$ cat src/rtl/iorb_pkg.sv
`default_nettype none

package iorb_pkg;

    localparam int ID_W = 6;
    localparam int NE_W = ID_W + 1;
    localparam logic [ID_W-1:0] LEN_RESET = 6'd32;

    typedef enum logic [1:0] {
        S_IDLE,
        S_CHECK,
        S_READ
    } t_state;

    typedef struct packed {
        logic wr;
        logic rd;
        logic load;
    } t_cmd;

    typedef struct packed {
        logic id_ok;
        logic ne_ok;
        logic next_ok;
        logic out_free;
    } t_status;

endpackage

`default_nettype wire

$ cat src/rtl/in_order_release_buffer_unit.sv
`default_nettype none

// Reorder buffer that takes entries tagged with ids from one to the lesser of the configured
// stream length and DEPTH and releases their payloads in increasing id order, marking the
// final release of each run with o_last. An accepted entry is written in the idle state and
// the next expected slot is then checked in the check state; an entry with an id outside
// the stream is taken but not written. When releases follow, the payload memory read is
// issued in the check state and results then leave at one per cycle while the output side
// does not stall. A new entry is accepted only once the previous run has been fully handed
// to the output register.
module in_order_release_buffer_unit #(
    parameter int DEPTH         = 32,
    parameter int PAYLOAD_WIDTH = 32
) (
    input  wire logic                      i_clk,
    input  wire logic                      i_rst_n,
    input  wire logic                      i_cfg_valid,
    output logic                           o_cfg_ready,
    input  wire logic [iorb_pkg::ID_W-1:0] i_cfg_data,
    input  wire logic                      i_in_valid,
    output logic                           o_in_ready,
    input  wire logic [iorb_pkg::ID_W-1:0] i_entry_id,
    input  wire logic [PAYLOAD_WIDTH-1:0]  i_payload,
    output logic                           o_out_valid,
    input  wire logic                      i_out_ready,
    output logic      [iorb_pkg::ID_W-1:0] o_released_id,
    output logic      [PAYLOAD_WIDTH-1:0]  o_released_value,
    output logic                           o_last
);

    import iorb_pkg::*;

    t_cmd    cmd;
    t_status status;

    iorb_ctrl u_ctrl (
        .i_clk      (i_clk),
        .i_rst_n    (i_rst_n),
        .i_in_valid (i_in_valid),
        .o_in_ready (o_in_ready),
        .i_status   (status),
        .o_cmd      (cmd)
    );

    iorb_dpath #(
        .DEPTH         (DEPTH),
        .PAYLOAD_WIDTH (PAYLOAD_WIDTH)
    ) u_dpath (
        .i_clk            (i_clk),
        .i_rst_n          (i_rst_n),
        .i_cfg_valid      (i_cfg_valid),
        .o_cfg_ready      (o_cfg_ready),
        .i_cfg_data       (i_cfg_data),
        .i_entry_id       (i_entry_id),
        .i_payload        (i_payload),
        .o_out_valid      (o_out_valid),
        .i_out_ready      (i_out_ready),
        .o_released_id    (o_released_id),
        .o_released_value (o_released_value),
        .o_last           (o_last),
        .i_cmd            (cmd),
        .o_status         (status)
    );

endmodule

`default_nettype wire

$ cat src/rtl/iorb_ram.sv
`default_nettype none

module iorb_ram #(
    parameter int WIDTH = 32,
    parameter int DEPTH = 32,
    localparam int AW = (DEPTH > 1) ? $clog2(DEPTH) : 1
) (
    input  wire logic             i_clk,
    input  wire logic             i_we,
    input  wire logic [AW-1:0]    i_waddr,
    input  wire logic [WIDTH-1:0] i_wdata,
    input  wire logic             i_re,
    input  wire logic [AW-1:0]    i_raddr,
    output logic      [WIDTH-1:0] o_rdata
);

    logic [WIDTH-1:0] r_mem [DEPTH];

    always_ff @(posedge i_clk) begin
        if (i_we) begin
            r_mem[i_waddr] <= i_wdata;
        end
        if (i_re) begin
            o_rdata <= r_mem[i_raddr];
        end
    end

endmodule

`default_nettype wire

$ cat src/rtl/iorb_ctrl.sv
`default_nettype none

module iorb_ctrl (
    input  wire logic              i_clk,
    input  wire logic              i_rst_n,
    input  wire logic              i_in_valid,
    output logic                   o_in_ready,
    input  wire iorb_pkg::t_status i_status,
    output iorb_pkg::t_cmd         o_cmd
);

    import iorb_pkg::*;

    t_state r_state;
    t_state n_state;

    always_ff @(posedge i_clk) begin
        if (!i_rst_n) begin
            r_state <= S_IDLE;
        end else begin
            r_state <= n_state;
        end
    end

    always_comb begin
        n_state = r_state;
        case (r_state)
            S_IDLE: begin
                if (i_in_valid && i_status.id_ok) begin
                    n_state = S_CHECK;
                end
            end
            S_CHECK: begin
                n_state = i_status.ne_ok ? S_READ : S_IDLE;
            end
            S_READ: begin
                if (i_status.out_free && !i_status.next_ok) begin
                    n_state = S_IDLE;
                end
            end
            default: n_state = S_IDLE;
        endcase
    end

    always_comb begin
        o_in_ready  = 1'b0;
        o_cmd       = '0;
        case (r_state)
            S_IDLE: begin
                o_in_ready = 1'b1;
                o_cmd.wr   = i_in_valid && i_status.id_ok;
            end
            S_CHECK: begin
                o_cmd.rd = i_status.ne_ok;
            end
            S_READ: begin
                o_cmd.load = i_status.out_free;
                o_cmd.rd   = i_status.out_free && i_status.next_ok;
            end
            default: begin
                o_in_ready = 1'b0;
            end
        endcase
    end

endmodule

`default_nettype wire

$ cat src/rtl/iorb_dpath.sv
`default_nettype none

module iorb_dpath #(
    parameter int DEPTH         = 32,
    parameter int PAYLOAD_WIDTH = 32
) (
    input  wire logic                      i_clk,
    input  wire logic                      i_rst_n,
    input  wire logic                      i_cfg_valid,
    output logic                           o_cfg_ready,
    input  wire logic [iorb_pkg::ID_W-1:0] i_cfg_data,
    input  wire logic [iorb_pkg::ID_W-1:0] i_entry_id,
    input  wire logic [PAYLOAD_WIDTH-1:0]  i_payload,
    output logic                           o_out_valid,
    input  wire logic                      i_out_ready,
    output logic      [iorb_pkg::ID_W-1:0] o_released_id,
    output logic      [PAYLOAD_WIDTH-1:0]  o_released_value,
    output logic                           o_last,
    input  wire iorb_pkg::t_cmd            i_cmd,
    output iorb_pkg::t_status              o_status
);

    import iorb_pkg::*;

    localparam int AW = (DEPTH > 1) ? $clog2(DEPTH) : 1;
    localparam logic [NE_W-1:0] DEPTH_NE = NE_W'(DEPTH);

    logic [ID_W-1:0]          r_len;
    logic [NE_W-1:0]          r_ne;
    logic [NE_W-1:0]          n_ne;
    logic [DEPTH-1:0]         r_valid;
    logic [DEPTH-1:0]         n_valid;
    logic                     r_out_valid;
    logic                     n_out_valid;
    logic [ID_W-1:0]          r_out_id;
    logic [PAYLOAD_WIDTH-1:0] r_out_value;
    logic                     r_out_last;

    logic [NE_W-1:0]          len_eff;
    logic [NE_W-1:0]          id_ne;
    logic [NE_W-1:0]          id_m1;
    logic [NE_W-1:0]          ne_m1;
    logic [NE_W-1:0]          ne_p1;
    logic [AW-1:0]            id_idx;
    logic [AW-1:0]            ne_idx;
    logic [AW-1:0]            next_idx;
    logic [AW-1:0]            raddr;
    logic [PAYLOAD_WIDTH-1:0] rdata;

    assign len_eff  = ({1'b0, r_len} > DEPTH_NE) ? DEPTH_NE : {1'b0, r_len};
    assign id_ne    = {1'b0, i_entry_id};
    assign id_m1    = id_ne - NE_W'(1);
    assign ne_m1    = r_ne - NE_W'(1);
    assign ne_p1    = r_ne + NE_W'(1);
    assign id_idx   = id_m1[AW-1:0];
    assign ne_idx   = ne_m1[AW-1:0];
    assign next_idx = r_ne[AW-1:0];
    assign raddr    = i_cmd.load ? next_idx : ne_idx;

    assign o_status.id_ok    = (id_ne != '0) && (id_ne <= len_eff);
    assign o_status.ne_ok    = (r_ne != '0) && (r_ne <= len_eff) && r_valid[ne_idx];
    assign o_status.next_ok  = (ne_p1 <= len_eff) && r_valid[next_idx];
    assign o_status.out_free = !r_out_valid || i_out_ready;

    assign o_cfg_ready      = 1'b1;
    assign o_out_valid      = r_out_valid;
    assign o_released_id    = r_out_id;
    assign o_released_value = r_out_value;
    assign o_last           = r_out_last;

    iorb_ram #(
        .WIDTH (PAYLOAD_WIDTH),
        .DEPTH (DEPTH)
    ) u_ram (
        .i_clk   (i_clk),
        .i_we    (i_cmd.wr),
        .i_waddr (id_idx),
        .i_wdata (i_payload),
        .i_re    (i_cmd.rd),
        .i_raddr (raddr),
        .o_rdata (rdata)
    );

    always_comb begin
        n_valid = r_valid;
        if (i_cmd.wr) begin
            n_valid[id_idx] = 1'b1;
        end
        n_ne        = i_cmd.load ? ne_p1 : r_ne;
        n_out_valid = i_cmd.load || (r_out_valid && !i_out_ready);
    end

    always_ff @(posedge i_clk) begin
        if (!i_rst_n) begin
            r_len       <= LEN_RESET;
            r_ne        <= NE_W'(1);
            r_valid     <= '0;
            r_out_valid <= 1'b0;
        end else begin
            if (i_cfg_valid) begin
                r_len <= i_cfg_data;
            end
            r_ne        <= n_ne;
            r_valid     <= n_valid;
            r_out_valid <= n_out_valid;
        end
    end

    always_ff @(posedge i_clk) begin
        if (i_cmd.load) begin
            r_out_id    <= r_ne[ID_W-1:0];
            r_out_value <= rdata;
            r_out_last  <= !o_status.next_ok;
        end
    end

endmodule

`default_nettype wire

$ cat config.mk
export PLATFORM = sky130hd
export DESIGN_NAME = in_order_release_buffer_unit
export DESIGN_NICKNAME = d
export VERILOG_FILES = /design/src/rtl/iorb_pkg.sv /design/src/rtl/in_order_release_buffer_unit.sv /design/src/rtl/iorb_ram.sv /design/src/rtl/iorb_ctrl.sv /design/src/rtl/iorb_dpath.sv
export SDC_FILE = /design/constraint.sdc
export NUM_CORES = 1
export LEC_CHECK = 0
export ABC_AREA = 1
export BUFFER_PORTS_ARGS = -buffer_cell sky130_fd_sc_hd__buf_2
export CORE_MARGIN = 2
export CORE_UTILIZATION = 50
export DETAILED_ROUTE_END_ITERATION = 8
export GPL_ROUTABILITY_DRIVEN = 1
export PLACE_DENSITY_LB_ADDON = 0.12
export SLEW_MARGIN = 15
export SYNTH_ARGS = -nofsm -noshare
export SYNTH_HDL_FRONTEND = slang
export SYNTH_SLANG_ARGS = --single-unit
$ cat constraint.sdc
create_clock -name i_clk -period 9 [get_ports i_clk]
set_clock_uncertainty 0.1 [all_clocks]
set_input_delay 0.9 -clock i_clk [delete_from_list [all_inputs] [get_ports i_clk]]
set_output_delay 0.9 -clock i_clk [all_outputs]
set_load 0.02 [all_outputs]
# Word-level counts from Yosys, hierarchy flattened
# Memory sizes are Yosys's and may differ from the RTL's. A register that Yosys moved wholly into a read port is not among the register bits.
# Cells that the tools add are included.
[totals]
register_bits = 87
ramBits = 1024
memories = 1
[mem_list]
columns = ["memory", "depth", "width", "read_ports", "rd_clocked_by_memory_dff", "wr", "line_no", "rtl"]
rows = [
  ["u_dpath.u_ram.r_mem", 32, 32, 1, 1, 1, "iorb_ram.sv:17", "logic [WIDTH-1:0] r_mem [DEPTH];"],
]
[op_classes]
n_addsub = 3
n_lt_le_gt_ge = 8
n_eq_ne = 4
mux = 18
n_bitwise = 1
n_reduce_logical = 18
[op_table]
columns = ["op", "n"]
rows = [
  ["$or 32x32->32", 1],
  ["$lt 5x6->1 const B", 3],
  ["$reduce_bool 7->1", 2],
  ["$bmux 1 s5", 2],
  ["$sub 5x1->5 const B", 2],
  ["$logic_and 1x1->1", 9],
  ["$mux 1", 8],
  ["$add 7x1->7 const B", 1],
  ["$le 7x6->1", 1],
  ["$le 7x7->1", 1],
  ["$gt 6x6->1 const B", 1],
  ["$le 6x6->1", 1],
  ["$mux 2", 3],
  ["$mux 6", 1],
  ["$pmux 2 s3", 1],
  ["$demux 1 s5", 1],
  ["$ge 5x1->1 const B", 1],
  ["$mux 5", 1],
  ["$ne 2x1->1 const B", 2],
  ["$logic_not 1->1", 3],
  ["$eq 2x1->1 const B", 1],
  ["$eq 2x2->1 const B", 1],
  ["$logic_not 2->1", 1],
  ["$logic_or 1x1->1", 2],
  ["2 further kinds", 2],
]

# Longest topological paths before layout
[depth]
ltp_word = 8
mapped_depth = 18

# Hierarchy
# Synthesis repeated with hierarchy kept, for this count alone.
[hier_totals]
hier_cells = 4088
hier_area_um2 = 47290.4
[by_module_without_submodules]
columns = ["module", "instances", "cells_each", "area_per_inst_um2"]
rows = [
  ["iorb_ram", 1, 3536, 42726.0],
  ["iorb_dpath", 1, 524, 4383.0],
  ["iorb_ctrl", 1, 28, 181.4],
]

# Worst setup path after synthesis
# OpenSTA, ideal clock, no wires.
[synth_timing]
path_type = "input to register"
startpoint = "in i_entry_id[1] in the netlist's numbering"
endpoint = "mem u_dpath.u_ram.r_mem[7][0] (enable)"
setup_ns = 0.505
t_arrival_ns = 4.895
required_ns = 8.395
slack_ns = 3.500
path_stages = 8
cell_sequence = "ha_1 inv_1 nor2_1 o21ai_0 o211ai_1 nand2_1 nand3_2 nor4_1"
[synth_between]
elab_chain_len = 6
word_cells_on_any_way = 8
cone_classes = "add/sub (1); order compare (1); mux (3); reduce/logical (3)"
[synth_rtl]
columns = ["element", "line_no", "rtl"]
rows = [
  ["start, declared", "in_order_release_buffer_unit.sv:22", "input wire logic [iorb_pkg::ID_W-1:0] i_entry_id,"],
  ["$le 6x6->1 or $reduce_bool 7->1 (tied branches)", "iorb_dpath.sv:60", "assign o_status.id_ok = (id_ne != '0) && (id_ne <= len_eff);"],
  ["$logic_and 1x1->1", "iorb_dpath.sv:60", ""],
  ["$logic_and 1x1->1", "iorb_ctrl.sv:51", "o_cmd.wr = i_in_valid && i_status.id_ok;"],
  ["$mux 1", "iorb_ctrl.sv:48", "case (r_state)"],
  ["$mux 1", "iorb_ram.sv:20", "if (i_we) begin"],
  ["$mux 1 (implied by the code)", "iorb_ram.sv:21", "r_mem[i_waddr] <= i_wdata;"],
  ["end, declared", "iorb_ram.sv:17", ""],
]
# Several ways; a longest one is shown, not always the timed one.

# Final worst setup path
[layout_timing]
startpoint = "reg u_dpath.r_ne[0]"
endpoint = "reg u_dpath.u_ram.o_rdata[18] (read register of u_dpath.u_ram.r_mem), data pin"
[layout_between]
elab_chain_len = 5
word_cells_on_any_way = 15
cone_classes = "add/sub (2); order compare (2); mux (6); reduce/logical (5)"
[layout_rtl]
columns = ["element", "line_no", "rtl"]
rows = [
  ["start, declared", "iorb_dpath.sv:29", "logic [NE_W-1:0] r_ne;"],
  ["start signal, assigned", "iorb_dpath.sv:103", "r_ne <= n_ne;"],
  ["$add 7x1->7", "iorb_dpath.sv:54", "assign ne_p1 = r_ne + NE_W'(1);"],
  ["net u_dpath.ne_p1[1]", "iorb_dpath.sv:43", "logic [NE_W-1:0] ne_p1;"],
  ["$le 7x7->1", "iorb_dpath.sv:62", "assign o_status.next_ok = (ne_p1 <= len_eff) && r_valid[next_idx];"],
  ["$logic_and 1x1->1", "iorb_dpath.sv:62", ""],
  ["$logic_and 1x1->1", "iorb_ctrl.sv:58", "o_cmd.rd = i_status.out_free && i_status.next_ok;"],
  ["$pmux 1 s2", "iorb_ctrl.sv:48", ""],
  ["end, declared", "iorb_ram.sv:14", "output logic [WIDTH-1:0] o_rdata"],
]
# The timed path passes the listed nets, and every way through them passes these cells. The select of a mux whose other input is x is not followed.
# A chain may end at the register's enable or synchronous reset.

==> summary by stage <==
Status
The run finished with clean final reports.

Placement
The congestion estimate from routability-driven global placement came to 0.857. The instance area at placement is ~48000 um2. Input and output buffers added on the ports amount to a little under 90.

The estimated wirelength of the detail-placed design is 61.6 mm.

Clocking
Counting along the longest clock path gives a buffer depth of 3. The H-tree was split into 3 levels. Clock-pin slew was measured on the worst setup and hold paths at approximately 0.06 ns. Buffers added to address setup during post-CTS repair amount to 0. The master cell of the clock root buffer is clkbuf_16.

TritonCTS built the clock tree. The number of sinks handled by clock tree synthesis is between 1000 and 1500. In this run, CTS created clock tree buffers numbering 116. After clock tree synthesis, the repair step resized 0 gates. The number of hold buffers added after CTS was 0. The worst-skew pair later-pin latency is around 0.69 ns.

Route
The antenna violation net count after detailed routing is 0. Summed over all layers, the routed wires come to around 130 mm. For this block, the initial DRC count from the detailed router was 3524.

The via density per instance is 6.17. After detailed routing, the average wire length per cell comes to about 28 um. The detailed-routing iteration count for the pre-antenna-repair pass is 6. For this run, design rule violations remaining after detail routing come to 0. The routed layout has 29300 vias.

Global routing
The initial antenna violation count was 7. Entering global routing, the biggest net connects a little under 200 pins. The residual overflow from global routing is 0.

The number of global-route vias before repair is roughly 29000. The global-route usage over all layers is between 20 and 30%. The wire length of the first global-routing pass is around 190 mm.

Timing
At the pin with the least slew margin, the transition time is roughly 1.2 ns. The final period utilization is 58.3%. Setup violations remaining at the end of the flow were counted as 0. Setup total negative slack on the finished layout was measured at 0 ns.

Measured against its own limit, the worst slew margin works out to between 10% and 20%. Setup repair after global routing left no endpoint under its margin. Static timing analysis puts the maximum clock frequency at ~190 MHz. The worst path needs between 5 and 6 ns of the cycle, external delays included. The count of final max-slew check failures is 0. The final count of hold timing violations came to 0.

Setup path
The kind of start point of the critical path is a flop. The setup path with the least slack is of type reg2reg. The data arrival time of the critical path is roughly 5.7 ns. The required time of the critical path is ~9.5 ns. STA classifies the critical path endpoint as a flop.

Along the worst path, the maximum fanout reaches 92.

Hold path
The min-delay analysis places its worst path in the category reg2reg.

Synthesis
The share of synthesized area in the top cell type comes to between 70% and 80%. Synthesis instantiated 42 different standard cells from the library. Sequential cells were found to cover between 70% and 80% of the synthesized design area. Summing every instance area after synthesis gives about 46000 um2. Ranked by total cell area, the synthesized netlist is headed by edfxtp_1, o211ai_1, o21ai_0. Yosys printed 0 warnings.

The post-synthesis net count is ~3500. Counting flops and latches in the post-synthesis netlist gives about 1100. The leading area contributor after synthesis is edfxtp_1. A synthesized cell averages between 10 and 15 um2. The gate count after technology mapping is around 3400.

Floorplanning
The overall die area is 94700 um2. The count of standard-cell rows is approximately 110. In this run the count of I/O pins placed on the die edge is 91.

The initial standard-cell utilization of the core is roughly half. From bottom edge to top edge, the die measures 308 um. The floorplan step set the die width to ~310 um. The placeable core area is approximately 92000 um2.

Power
In this run the power density over the cells is between 300 and 400 nW/um2. The worst-case IR drop observed on VDD is between 0.2 and 0.3 mV. The static leakage is 16.6 nW. Total power for the finished layout comes to 0.0156 W.

Flow run
The tool flagged a number of max-cap violations equal to 0.

Cells and area
The final non-filler cell area is around 50000 um2. Cells with a size suffix above 1 make up ~11% of the layout. The area growth from synthesis to layout is 11.1%. After the last flow step, the layout net total stands at around 3500.
## kinds of logic (layout without fill, tap and decap cells)
group / count (synthesis) / in the layout / synth area share, %
AOI/OAI and AO/OA: 891 / 891 / 12.3
xor gates and xnor gates: 7 / 7 / 0.166
adders and majority gates: 25 / 25 / 0.678
buffers and inverters: 312 / 435 / 3.18
DFF: 1143 / 1143 / 73.4
other: 1 / 3 / 0.00813
and+or+nand+nor: 1053 / 1053 / 10.2
## cell type report
class / count / area, um2
antenna: 2 / 5.00
clock buffer: 149 / 3150
clock inverter: 67 / 529
fill: 7295 / 40300
inverter: 76 / 314
multi-input combinational: 1977 / 11000
sequential: 1143 / 33800
tap: 1186 / 1480
timing repair buffer: 143 / 888
## critical path, cell delays in order (launching register included)
cell	delay (ns)
dfxtp_1	0.31
buf_4	0.37
inv_2	0.35
ha_1	0.59
inv_1	0.28
nand2_1	0.13
o21ai_4	0.14
buf_4	0.76
buf_4	0.88
o21ai_0	0.21
o21bai_1	0.23
o211ai_1	0.12
nand3_1	0.09
nand2_1	0.11
nand2_1	0.05
nand2_1	0.08
## sequential cells by signal, summed over array words and instances, names as in the netlist
signal                    flops
u_ctrl.r_state                2
u_dpath.o_last                1
u_dpath.o_out_valid           1
u_dpath.o_released_id         6
u_dpath.o_released_value     32
u_dpath.r_len                 6
u_dpath.r_ne                  7
u_dpath.r_valid              32
u_dpath.u_ram.o_rdata        32
u_dpath.u_ram.r_mem        1024
## report_power, final
part / internal [W] / total [W] / switching (W) / leakage (nW)
Clock: 0.00268 / 0.00466 / 0.00198 / 1.81
Combinational: 0.00142 / 0.00485 / 0.00343 / 4.49
Sequential: 0.00601 / 0.00606 / 0.0000499 / 10.2
## worst paths after layout
path | endpoint | from | cells past startpoint | slack [ns]
hold reg to reg | u_dpath.o_released_value[1] | u_dpath.u_ram.o_rdata[1] | 0 | 0.34
setup / recovery | u_dpath.u_ram.o_rdata[18] | u_dpath.r_ne[0] | 15 | 3.76
setup reg to reg | u_dpath.u_ram.o_rdata[18] | u_dpath.r_ne[0] | 15 | 3.76
hold / removal | u_dpath.o_released_value[1] | u_dpath.u_ram.o_rdata[1] | 0 | 0.34
## Yosys cell counts, drive strengths merged
library cell	count
dfxtp	48
nor2	308
nor4	2
xor2	6
a21o	2
a211oi	4
o211ai	430
conb	1
nand4	4
a21oi	65
nand2	356
a31oi	1
xnor2	1
or2	192
a21boi	1
nor3	2
o21ai	339
o21bai	45
o21a	4
inv	76
clkbuf	65
nand3	188
and3	1
buf	171
edfxtp	1095
ha	25
## cell usage in the layout, fill, tap and decap left out, types with 26 or more instances in the layout
cell | netlist | routed
edfxtp_1 | 1095 | 1095
o211ai_1 | 430 | 430
nand2_1 | 351 | 351
o21ai_0 | 302 | 302
nor2_1 | 307 | 286
nand3_1 | 186 | 186
or2_0 | 155 | 155
clkbuf_16 | 0 | 120
buf_2 | 147 | 89
a21oi_1 | 65 | 65
inv_1 | 66 | 56
buf_4 | 19 | 51
dfxtp_1 | 48 | 48
o21bai_1 | 45 | 45
or2_2 | 36 | 36
o21ai_1 | 35 | 33
clkinv_1 | 0 | 31
clkinv_2 | 0 | 26
## stage by stage
step                setup slack, ns  hold WS [ns]  std cells  utilization, %
floorplan                      3.50         0.300       3432               -
global placement               3.70         0.320       4525            52.0
detailed placement             3.65         0.325       4525            52.0
CTS                            3.88         0.318       4741            56.0
global route                   3.43         0.342       4741            56.0
finish                         3.76         0.341       4743            56.0
## per-layer routing
layer  part of all wire (%)  GRT usage (%)  vias to the layer above  wire length (um)
met1                     43           39.3                    15000             56000
met4                    2.1           6.90                        4              2790
met3                    7.3           3.61                      204              9610
met5                  0.018              0                        -                24
met2                     48           45.2                     1250             62500
li1                       -              -                    12900                 -
Note: power is estimated with default switching activity, not from simulation.
